--- src/hw/rtl/tsc_pkg.sv ---
`timescale 1ns / 1ps

package tsc_pkg;

	typedef enum logic [1:0] {
		OP_ENCODER   = 2'd0,
		OP_BUTTON    = 2'd1,
		OP_TEMP      = 2'd2,
		OP_HOLD_DONE = 2'd3
	} opcode_t;

	typedef enum logic [1:0] {
		LED_RED   = 2'd0,
		LED_BLUE  = 2'd1,
		LED_GREEN = 2'd2
	} led_t;

	// what the servo tracks
	typedef enum logic [1:0] {
		SRC_TEMP = 2'd0,
		SRC_LOW  = 2'd1,
		SRC_HIGH = 2'd2
	} servo_src_t;

	localparam int CFG_IDX_W  = 3;
	localparam int CFG_DATA_W = 7;

	typedef enum logic [CFG_IDX_W-1:0] {
		REG_SETPOINT_MIN  = 3'd0,
		REG_SETPOINT_MAX  = 3'd1,
		REG_ALARM_MARGIN  = 3'd2,
		REG_SERVO_FLOOR   = 3'd3,
		REG_SERVO_CEILING = 3'd4
	} cfg_reg_t;

	localparam logic [6:0] SETPOINT_MIN_RST  = 7'd50;
	localparam logic [6:0] SETPOINT_MAX_RST  = 7'd90;
	localparam logic [3:0] ALARM_MARGIN_RST  = 4'd3;
	localparam logic [5:0] SERVO_FLOOR_RST   = 6'd12;
	localparam logic [5:0] SERVO_CEILING_RST = 6'd35;
	localparam logic [6:0] LOW_SETPOINT_RST  = 7'd50;
	localparam logic [6:0] HIGH_SETPOINT_RST = 7'd90;
	localparam logic [6:0] ADJUST_COUNT_RST  = 7'd50;
	localparam logic [1:0] QUAD_PHASE_RST    = 2'd3;

	// F tenths = floor(9*raw/8) + 320
	localparam logic [11:0] FAH_OFFSET = 12'd320;
	// whole degrees F = floor((9*raw + 2560) / 80) = floor(floor(n/16) / 5)
	localparam logic [14:0] DEG_OFFSET = 15'd2560;
	// floor(x/5) = (x*13108) >> 16, exact for x < 16384
	localparam logic [13:0] RECIP_5    = 14'd13108;
	// floor(23*x/60) = (x * 23 * 8739) >> 19, exact for 23*x < 10082
	localparam logic [17:0] SERVO_MUL  = 18'd200997;
	localparam logic signed [7:0] SERVO_BASE = 8'sd50;

	// next phase for a +1 step: 0 -> 1 -> 3 -> 2 -> 0
	function automatic logic [1:0] quad_fwd(input logic [1:0] phase);
		logic [1:0] r;
		case (phase)
			2'd0: r = 2'd1;
			2'd1: r = 2'd3;
			2'd2: r = 2'd0;
			2'd3: r = 2'd2;
			default: r = 2'd0;
		endcase
		return r;
	endfunction

	function automatic logic [1:0] quad_bwd(input logic [1:0] phase);
		logic [1:0] r;
		case (phase)
			2'd0: r = 2'd2;
			2'd1: r = 2'd0;
			2'd2: r = 2'd3;
			2'd3: r = 2'd1;
			default: r = 2'd0;
		endcase
		return r;
	endfunction

endpackage

--- src/hw/rtl/thermostat_setpoint_controller.sv ---
`timescale 1ns / 1ps

// Thermostat setpoint controller.
// Input channel (in_valid/in_ready) carries one event per transaction: an
// encoder sample, a button sample, a raw temperature reading or a servo
// hold-expired tick, selected by opcode. Every input transaction yields exactly
// one result transaction on out_valid/out_ready with the temperature results
// and the current setpoints, adjust selection and encoder count.
// The config channel (cfg_valid/cfg_ready, cfg_index, cfg_data) writes the
// limit registers; cfg_ready is always high and writes to unused indexes are
// dropped. Write config only while no transaction is in flight.
// A transaction passes the input register, the temperature conversion stage and
// the result register in that order before out_valid rises.
// Throughput: one transaction per cycle; the three registers form an elastic
// pipeline, so input stays open while a result waits as long as a stage
// ahead is free. When out_ready stays low the pipeline fills and in_ready
// drops after three held transactions.
// Reset (arst_n low) empties the pipeline and restores the default limits,
// setpoints 50/90, count 50, encoder phase 3 and servo following temperature.
module thermostat_setpoint_controller (
	input  logic                              clk,
	input  logic                              arst_n,
	input  logic                              cfg_valid,
	output logic                              cfg_ready,
	input  logic [tsc_pkg::CFG_IDX_W-1:0]     cfg_index,
	input  logic [tsc_pkg::CFG_DATA_W-1:0]    cfg_data,
	input  logic                              in_valid,
	output logic                              in_ready,
	input  logic [1:0]                        opcode,
	input  logic                              enc_a,
	input  logic                              enc_b,
	input  logic                              low_pressed,
	input  logic                              high_pressed,
	input  logic [10:0]                       raw_temperature,
	output logic                              out_valid,
	input  logic                              out_ready,
	output logic [11:0]                       fahrenheit_tenths,
	output logic [5:0]                        servo_position,
	output logic [1:0]                        led_color,
	output logic                              alarm_start,
	output logic [6:0]                        low_setpoint_out,
	output logic [6:0]                        high_setpoint_out,
	output logic                              adjusting_high,
	output logic [6:0]                        encoder_count
);
	import tsc_pkg::*;

	// ---------------- configuration registers ----------------
	logic [6:0] setpoint_min_q, setpoint_max_q;
	logic [3:0] alarm_margin_q;
	logic [5:0] servo_floor_q, servo_ceiling_q;

	assign cfg_ready = 1'b1;

	always_ff @(posedge clk or negedge arst_n) begin
		if (!arst_n) begin
			setpoint_min_q  <= SETPOINT_MIN_RST;
			setpoint_max_q  <= SETPOINT_MAX_RST;
			alarm_margin_q  <= ALARM_MARGIN_RST;
			servo_floor_q   <= SERVO_FLOOR_RST;
			servo_ceiling_q <= SERVO_CEILING_RST;
		end else if (cfg_valid && cfg_ready) begin
			case (cfg_index)
				REG_SETPOINT_MIN:  setpoint_min_q  <= cfg_data[6:0];
				REG_SETPOINT_MAX:  setpoint_max_q  <= cfg_data[6:0];
				REG_ALARM_MARGIN:  alarm_margin_q  <= cfg_data[3:0];
				REG_SERVO_FLOOR:   servo_floor_q   <= cfg_data[5:0];
				REG_SERVO_CEILING: servo_ceiling_q <= cfg_data[5:0];
				default: ;
			endcase
		end
	end

	// ---------------- pipeline flow control ----------------
	logic valid_s1, valid_s2, out_valid_q;
	logic adv1, adv2;

	assign adv2     = valid_s2 && (!out_valid_q || out_ready);
	assign adv1     = valid_s1 && (!valid_s2 || adv2);
	assign in_ready = !valid_s1 || adv1;

	always_ff @(posedge clk or negedge arst_n) begin
		if (!arst_n) begin
			valid_s1    <= 1'b0;
			valid_s2    <= 1'b0;
			out_valid_q <= 1'b0;
		end else begin
			if (in_ready)
				valid_s1 <= in_valid;
			if (!valid_s2 || adv2)
				valid_s2 <= adv1;
			if (adv2)
				out_valid_q <= 1'b1;
			else if (out_ready)
				out_valid_q <= 1'b0;
		end
	end

	// ---------------- stage 1: input register ----------------
	logic [1:0]  opcode_s1;
	logic        enc_a_s1, enc_b_s1, low_pressed_s1, high_pressed_s1;
	logic [10:0] raw_s1;

	always_ff @(posedge clk) begin
		if (in_valid && in_ready) begin
			opcode_s1       <= opcode;
			enc_a_s1        <= enc_a;
			enc_b_s1        <= enc_b;
			low_pressed_s1  <= low_pressed;
			high_pressed_s1 <= high_pressed;
			raw_s1          <= raw_temperature;
		end
	end

	// temperature conversion, no state involved
	logic [14:0] nine_raw;
	logic [14:0] deg_num;
	logic [24:0] deg_prod;
	logic [11:0] fah_c;
	logic [8:0]  deg_c;

	assign nine_raw = {1'b0, raw_s1, 3'b000} + {4'b0000, raw_s1};
	assign fah_c    = nine_raw[14:3] + FAH_OFFSET;
	assign deg_num  = nine_raw + DEG_OFFSET;
	assign deg_prod = deg_num[14:4] * RECIP_5;
	assign deg_c    = deg_prod[24:16];

	// ---------------- stage 2 ----------------
	logic [1:0]  opcode_s2;
	logic        enc_a_s2, enc_b_s2, low_pressed_s2, high_pressed_s2;
	logic [11:0] fah_s2;
	logic [8:0]  deg_s2;

	always_ff @(posedge clk) begin
		if (adv1) begin
			opcode_s2       <= opcode_s1;
			enc_a_s2        <= enc_a_s1;
			enc_b_s2        <= enc_b_s1;
			low_pressed_s2  <= low_pressed_s1;
			high_pressed_s2 <= high_pressed_s1;
			fah_s2          <= fah_c;
			deg_s2          <= deg_c;
		end
	end

	// controller state
	logic [1:0]  quad_phase_q;
	logic [6:0]  adjust_count_q, low_setpoint_q, high_setpoint_q;
	logic        adjust_select_q, alarm_latched_q;
	servo_src_t  servo_source_q;

	// encoder step and clamps
	logic [1:0]        enc_target, enc_phase;
	logic signed [8:0] cnt_step, cnt_clamp, cnt_final;
	logic signed [8:0] min_s, max_s, low_s, high_s;

	assign enc_target = {enc_b_s2, enc_a_s2};
	assign min_s  = $signed({2'b00, setpoint_min_q});
	assign max_s  = $signed({2'b00, setpoint_max_q});
	assign low_s  = $signed({2'b00, low_setpoint_q});
	assign high_s = $signed({2'b00, high_setpoint_q});

	always_comb begin
		enc_phase = quad_phase_q;
		cnt_step  = $signed({2'b00, adjust_count_q});
		if (enc_target == quad_fwd(quad_phase_q)) begin
			enc_phase = enc_target;
			cnt_step  = $signed({2'b00, adjust_count_q}) + 9'sd1;
		end else if (enc_target == quad_bwd(quad_phase_q)) begin
			enc_phase = enc_target;
			cnt_step  = $signed({2'b00, adjust_count_q}) - 9'sd1;
		end
		// minimum wins when the limits cross
		if (cnt_step <= min_s)
			cnt_clamp = min_s;
		else if (cnt_step >= max_s)
			cnt_clamp = max_s;
		else
			cnt_clamp = cnt_step;
		// keep the count on its own side of the other setpoint
		cnt_final = cnt_clamp;
		if (!adjust_select_q) begin
			if (cnt_clamp >= high_s)
				cnt_final = low_s;
		end else begin
			if (cnt_clamp <= low_s)
				cnt_final = high_s;
		end
	end

	// servo position
	logic [8:0]        servo_x;
	logic [26:0]       servo_prod;
	logic signed [7:0] servo_raw, floor_s, ceil_s, servo_clamp;

	always_comb begin
		case (servo_source_q)
			SRC_LOW:  servo_x = {2'b00, low_setpoint_q};
			SRC_HIGH: servo_x = {2'b00, high_setpoint_q};
			default:  servo_x = deg_s2;
		endcase
	end

	assign servo_prod = servo_x * SERVO_MUL;
	assign servo_raw  = SERVO_BASE - $signed({1'b0, servo_prod[25:19]});
	assign floor_s    = $signed({2'b00, servo_floor_q});
	assign ceil_s     = $signed({2'b00, servo_ceiling_q});

	always_comb begin
		if (servo_raw < floor_s)
			servo_clamp = floor_s;
		else if (servo_raw > ceil_s)
			servo_clamp = ceil_s;
		else
			servo_clamp = servo_raw;
	end

	// alarm bounds in signed arithmetic, low bound may go negative
	logic signed [9:0] deg_w, alarm_hi, alarm_lo;
	logic              above_band, below_band;

	assign deg_w      = $signed({1'b0, deg_s2});
	assign alarm_hi   = $signed({3'b000, high_setpoint_q}) + $signed({6'b000000, alarm_margin_q});
	assign alarm_lo   = $signed({3'b000, low_setpoint_q}) - $signed({6'b000000, alarm_margin_q});
	assign above_band = deg_w > alarm_hi;
	assign below_band = deg_w < alarm_lo;

	// next state and result
	logic [1:0]  phase_n;
	logic [6:0]  count_n, low_n, high_n;
	logic        select_n, latched_n;
	servo_src_t  source_n;
	logic [11:0] fah_n;
	logic [5:0]  servo_n;
	led_t        led_n;
	logic        alarm_n;

	always_comb begin
		phase_n   = quad_phase_q;
		count_n   = adjust_count_q;
		select_n  = adjust_select_q;
		source_n  = servo_source_q;
		latched_n = alarm_latched_q;
		low_n     = low_setpoint_q;
		high_n    = high_setpoint_q;
		fah_n     = '0;
		servo_n   = '0;
		led_n     = LED_RED;
		alarm_n   = 1'b0;
		case (opcode_s2)
			OP_ENCODER: begin
				phase_n = enc_phase;
				count_n = cnt_final[6:0];
			end
			OP_BUTTON: begin
				// high button overrides when both are pressed
				if (low_pressed_s2) begin
					select_n = 1'b0;
					count_n  = low_setpoint_q;
					source_n = SRC_LOW;
				end
				if (high_pressed_s2) begin
					select_n = 1'b1;
					count_n  = high_setpoint_q;
					source_n = SRC_HIGH;
				end
			end
			OP_TEMP: begin
				fah_n   = fah_s2;
				servo_n = servo_clamp[5:0];
				if (deg_s2 < {2'b00, low_setpoint_q})
					led_n = LED_RED;
				else if (deg_s2 > {2'b00, high_setpoint_q})
					led_n = LED_BLUE;
				else
					led_n = LED_GREEN;
				if (!alarm_latched_q && (above_band || below_band)) begin
					alarm_n   = 1'b1;
					latched_n = 1'b1;
				end else if (!above_band && !below_band) begin
					latched_n = 1'b0;
				end
			end
			OP_HOLD_DONE: begin
				source_n = SRC_TEMP;
			end
			default: ;
		endcase
		if (!select_n) begin
			if (low_setpoint_q < high_setpoint_q)
				low_n = count_n;
		end else begin
			if (high_setpoint_q > low_setpoint_q)
				high_n = count_n;
		end
	end

	always_ff @(posedge clk or negedge arst_n) begin
		if (!arst_n) begin
			quad_phase_q    <= QUAD_PHASE_RST;
			adjust_count_q  <= ADJUST_COUNT_RST;
			low_setpoint_q  <= LOW_SETPOINT_RST;
			high_setpoint_q <= HIGH_SETPOINT_RST;
			adjust_select_q <= 1'b0;
			servo_source_q  <= SRC_TEMP;
			alarm_latched_q <= 1'b0;
		end else if (adv2) begin
			quad_phase_q    <= phase_n;
			adjust_count_q  <= count_n;
			low_setpoint_q  <= low_n;
			high_setpoint_q <= high_n;
			adjust_select_q <= select_n;
			servo_source_q  <= source_n;
			alarm_latched_q <= latched_n;
		end
	end

	// ---------------- result register ----------------
	logic [11:0] fahrenheit_tenths_q;
	logic [5:0]  servo_position_q;
	logic [1:0]  led_color_q;
	logic        alarm_start_q;

	always_ff @(posedge clk) begin
		if (adv2) begin
			fahrenheit_tenths_q <= fah_n;
			servo_position_q    <= servo_n;
			led_color_q         <= led_n;
			alarm_start_q       <= alarm_n;
		end
	end

	assign out_valid         = out_valid_q;
	assign fahrenheit_tenths = fahrenheit_tenths_q;
	assign servo_position    = servo_position_q;
	assign led_color         = led_color_q;
	assign alarm_start       = alarm_start_q;
	// setpoint fields follow the state, which only moves with the result register
	assign low_setpoint_out  = low_setpoint_q;
	assign high_setpoint_out = high_setpoint_q;
	assign adjusting_high    = adjust_select_q;
	assign encoder_count     = adjust_count_q;

	// ---------------- assertions ----------------
	a_alarm_not_green: assert property (@(posedge clk) disable iff (!arst_n)
		out_valid && alarm_start |-> led_color != LED_GREEN)
		else $error("alarm fired on an in-band reading");

	a_alarm_one_shot: assert property (@(posedge clk) disable iff (!arst_n)
		adv2 && alarm_latched_q |=> !alarm_start)
		else $error("alarm fired while latched");

	a_servo_in_range: assert property (@(posedge clk) disable iff (!arst_n)
		adv2 && opcode_s2 == OP_TEMP && servo_floor_q <= servo_ceiling_q
		|=> servo_position >= servo_floor_q && servo_position <= servo_ceiling_q)
		else $error("servo position outside floor and ceiling");

	a_stall_means_full: assert property (@(posedge clk) disable iff (!arst_n)
		!in_ready |-> valid_s1 && valid_s2 && out_valid_q && !out_ready)
		else $error("input blocked while the pipeline has room");

endmodule

--- config.mk ---
export PLATFORM = sky130hd
export DESIGN_NAME = thermostat_setpoint_controller
export DESIGN_NICKNAME = d
export VERILOG_FILES = /design/src/hw/rtl/tsc_pkg.sv /design/src/hw/rtl/thermostat_setpoint_controller.sv
export SDC_FILE = /design/constraint.sdc
export NUM_CORES = 1
export LEC_CHECK = 0
export BUFFER_PORTS_ARGS = -buffer_cell sky130_fd_sc_hd__buf_2
export CORE_MARGIN = 8
export CORE_UTILIZATION = 65
export CTS_CLUSTER_SIZE = 20
export DETAILED_ROUTE_END_ITERATION = 6
export GPL_ROUTABILITY_DRIVEN = 0
export PLACE_DENSITY_LB_ADDON = 0.1
export SETUP_SLACK_MARGIN = 0.5
export SLEW_MARGIN = 30
export SYNTH_ARGS = -nofsm -noshare
export SYNTH_HDL_FRONTEND = slang
export SYNTH_SLANG_ARGS = --single-unit
--- constraint.sdc ---
create_clock -name clk -period 15.06 [get_ports clk]
set_input_delay 0.753 -clock clk [delete_from_list [all_inputs] [get_ports clk]]
set_output_delay 0.753 -clock clk [all_outputs]
set_load 0.05 [all_outputs]
==> results_dict.tcl <==
set metrics [dict create \
    outcome "complete, no violations" \
    detail_route.wl_per_cell_microns 18.5 \
    antenna_cells 0 \
    die_x_microns 152 \
    drt_pass1_iterations 7 \
    initial_core_util_pct 66.6 \
    timing.critical_path.slowest_stage_cell "sky130_fd_sc_hd__a2111oi_0" \
    synthMostInstantiatedCell "sky130_fd_sc_hd__ha_1" \
    max_stage_delay_ns 0.58 \
    critPathTopFamily "adder cells" \
    core_area_sq_mm 0.0180 \
    via_density_per_instance 5.92 \
    synth.avg_cell_area_sq_um 9.97 \
    crit_path_max_fanout 4 \
    cts.htree.levels 4 \
    max_freq_mhz 118 \
    hold-path-endpoint "low_pressed_s2$_DFFE_PP_" \
    grt_first_pass_wirelength_microns 47000 \
    tritoncts_num_sinks 125 \
    post-dp-hpwl_microns 21600 \
    buffer_ports.inserted 76 \
    cts_setup_buffers 0 \
    layout.nets 1591 \
    synth_cell_type_count 74 \
    gr-usage-met3_pct 5.17 \
    synth_largest_type_area_fraction_pct 24.0 \
    postSynthNetCount 1513 \
    cts_buffers 17 \
    io_pins 78 \
    synth-seq-cells 125 \
    reg2reg_to "deg_s2[8]$_DFFE_PP_" \
    worstHoldStart "low_pressed_s1$_DFFE_PP_" \
    globalRoute.totalOverflow 0 \
    synthesis.yosys.warnings 0 \
    antenna_violations_before_repair 0 \
    hold_viol_final 0 \
    timing.max_cap.violations 0 \
    detailroute.via_count 9022 \
    ys_seq_area_share_pct 29.0 \
    placement.setup.worst_slack_ns 6.95 \
    final_setup_skew_ns 0.00945 \
    synth_ff_type "sky130_fd_sc_hd__edfxtp_1" \
    first_global_vias 9427 \
    setup_viol_count_final 0 \
    drt_drc_violations_left 0 \
    setup.worst_path.class "reg2reg" \
    setup.worst_path.start_class "flip-flop" \
    ant_nets 0 \
    timing.critical_path.to_type "flip-flop" \
    cts_max_path_buffers 2 \
    postSynth.asyncResetShare_pct 48.0 \
    post_synth_main_area_contributors "sky130_fd_sc_hd__ha_1 (24%), sky130_fd_sc_hd__edfxtp_1 (16%), sky130_fd_sc_hd__fa_1 (7.8%)" \
    min_period_ns 8.45 \
    dr.first_iter.drc_count 516 \
    worst_r2r_path_depth 30 \
    timing.hold.worst_path_depth 0 \
    clk-insertion-delay-late_ns 0.42 \
    synth_enable_flop_cells 65 \
    grtUsageTotal_pct 24.8 \
    rrSetupSlack_ns 6.61 \
    tritoncts "built" \
    post_synth_inst_count 1204 \
    totalNegativeSetupSlack_ns 0 \
    clk_transition_reported_paths_ns 0.07 \
    rsz0062_at_grt "false" \
    timing.critical_path.arrival_ns 8.62 \
    gr-max-usage-layer "met2" \
    worstMarginPinSlew_ns 0.946 \
    synth.top_cells.by_count "sky130_fd_sc_hd__ha_1 (230), sky130_fd_sc_hd__inv_1 (185), sky130_fd_sc_hd__nand2_1 (67), sky130_fd_sc_hd__edfxtp_1 (65), sky130_fd_sc_hd__o21ai_0 (58)" \
    yosysTopAreaCell "sky130_fd_sc_hd__ha_1" \
    timing.final.max_slew_violations 0 \
    route.final.wire_length_microns 28200 \
    postLayoutSetupSlackWorst_ns 6.61 \
    placed_area_sq_mm 0.0126 \
    number_of_gates_on_the_worst_path_with_buffers_counted 30 \
    area_growth_syn_to_layout_pct 9.96 \
    post_cts_resized 0 \
    cts_hold_buffers 0 \
    synthesis.area_sq_mm 0.0120 \
    relSlewSlack_pct 36.5 \
    grt_start_max_net_pins 61 \
    layout.cell_area.non_filler_sq_mm 0.0132 \
    rr_startpoint "raw_s1[4]$_DFFE_PP_" \
    globalRouteMet2Util_pct 41.2 \
    chipHeight_microns 152 \
    post-route-period-util_pct 56.1 \
    cp_num_buf_inv 3 \
    use_met1_pct 31.3 \
    drive_above_1_share_pct 14.7 \
    root_buffer_master "sky130_fd_sc_hd__clkbuf_16" \
    cp.required_ns 15.23 \
    floorplan.rows 49 \
    die_footprint_sq_mm 0.0231 \
    holdCritPathClass "reg2reg" \
]
worst max path at each step:
stage                        startpoint                  end  slack (ns)
finish              raw_s1[4]$_DFFE_PP_  deg_s2[8]$_DFFE_PP_        6.61
CTS                 raw_s1[4]$_DFFE_PP_  deg_s2[8]$_DFFE_PP_        6.70
floorplan           raw_s1[4]$_DFFE_PP_  deg_s2[8]$_DFFE_PP_        7.70
global route        raw_s1[4]$_DFFE_PP_  deg_s2[8]$_DFFE_PP_        6.15
global placement    raw_s1[4]$_DFFE_PP_  deg_s2[8]$_DFFE_PP_        7.26
detailed placement  raw_s1[4]$_DFFE_PP_  deg_s2[8]$_DFFE_PP_        6.95
routing by layer:
metal / part of all wire [%] / wire, microns
met1: 44 / 12500
met2: 47 / 13300
met3: 6.2 / 1740
met4: 2.2 / 627
met5: 0 / 0
cell families (layout without fill, tap and decap cells):
family	count (synthesis)	in the layout	share of synthesized area, %
fa+ha+maj	277	277	31.8
compound gates	253	253	14.3
simple gates	238	238	9.98
buf+inv	210	301	6.67
flops	125	125	29.0
xor+xnor	50	50	3.65
mux	50	50	4.53
other cells	1	1	0.0312
flip-flops by register name, indices dropped and copies added (netlist names), 2 cells and up:
name               flops
alarm_margin_q         4
deg_s2                 9
encoder_count          7
fah_s2                12
fahrenheit_tenths     12
high_setpoint_out      7
led_color              2
low_setpoint_out       7
opcode_s1              2
opcode_s2              2
quad_phase_q           2
raw_s1                11
servo_ceiling_q        6
servo_floor_q          6
servo_position         6
servo_source_q         2
setpoint_max_q         7
setpoint_min_q         7
stage by stage:
stage | hold WS [ns] | util, % | cells
after floorplan | 0.400 | - | 1204
after global placement | 0.401 | 70.1 | 1492
after detailed placement | 0.405 | 70.1 | 1492
after CTS | 0.421 | 73.2 | 1524
after global routing | 0.425 | 73.2 | 1524
final | 0.420 | 73.2 | 1524
layout by cell type (no fill, tap or decap), types with 8 or more instances in the layout:
cell type,netlist,routed
sky130_fd_sc_hd__o21ai_0,58,57
sky130_fd_sc_hd__nor3_1,9,9
sky130_fd_sc_hd__nand4_1,11,11
sky130_fd_sc_hd__mux2_2,31,31
sky130_fd_sc_hd__nand2_1,67,67
sky130_fd_sc_hd__nand3_1,16,16
sky130_fd_sc_hd__xor2_1,14,14
sky130_fd_sc_hd__inv_1,185,185
sky130_fd_sc_hd__clkbuf_16,0,17
sky130_fd_sc_hd__ha_1,230,230
sky130_fd_sc_hd__and2_1,22,21
sky130_fd_sc_hd__nand2b_1,14,14
sky130_fd_sc_hd__a211oi_1,8,8
sky130_fd_sc_hd__mux2i_1,18,18
sky130_fd_sc_hd__nor2_1,44,44
sky130_fd_sc_hd__a21o_1,27,27
sky130_fd_sc_hd__a31oi_1,17,17
sky130_fd_sc_hd__a21oi_1,36,36
sky130_fd_sc_hd__buf_4,1,8
sky130_fd_sc_hd__xnor2_1,36,36
sky130_fd_sc_hd__edfxtp_1,65,65
sky130_fd_sc_hd__dfrtp_1,34,34
sky130_fd_sc_hd__fa_1,47,47
sky130_fd_sc_hd__dfstp_2,26,26
sky130_fd_sc_hd__buf_2,1,76
sky130_fd_sc_hd__nor2b_1,22,22
sky130_fd_sc_hd__o21a_1,30,30
area by class of cell:
| class | instances | area [sq um] |
|---|---|---|
| Clock inverter | 15 | 149 |
| Timing Repair Buffer | 84 | 440 |
| Inverter | 185 | 694 |
| Multi-Input combinational cell | 869 | 7720 |
| Clock buffer | 17 | 425 |
| Sequential cell | 125 | 3490 |
| Tap cell | 229 | 287 |
| Fill cell | 1331 | 4820 |
Power is left out: the tool's default activity adds up to more than one toggle a clock period on the data nets, which glitch-free logic cannot reach.
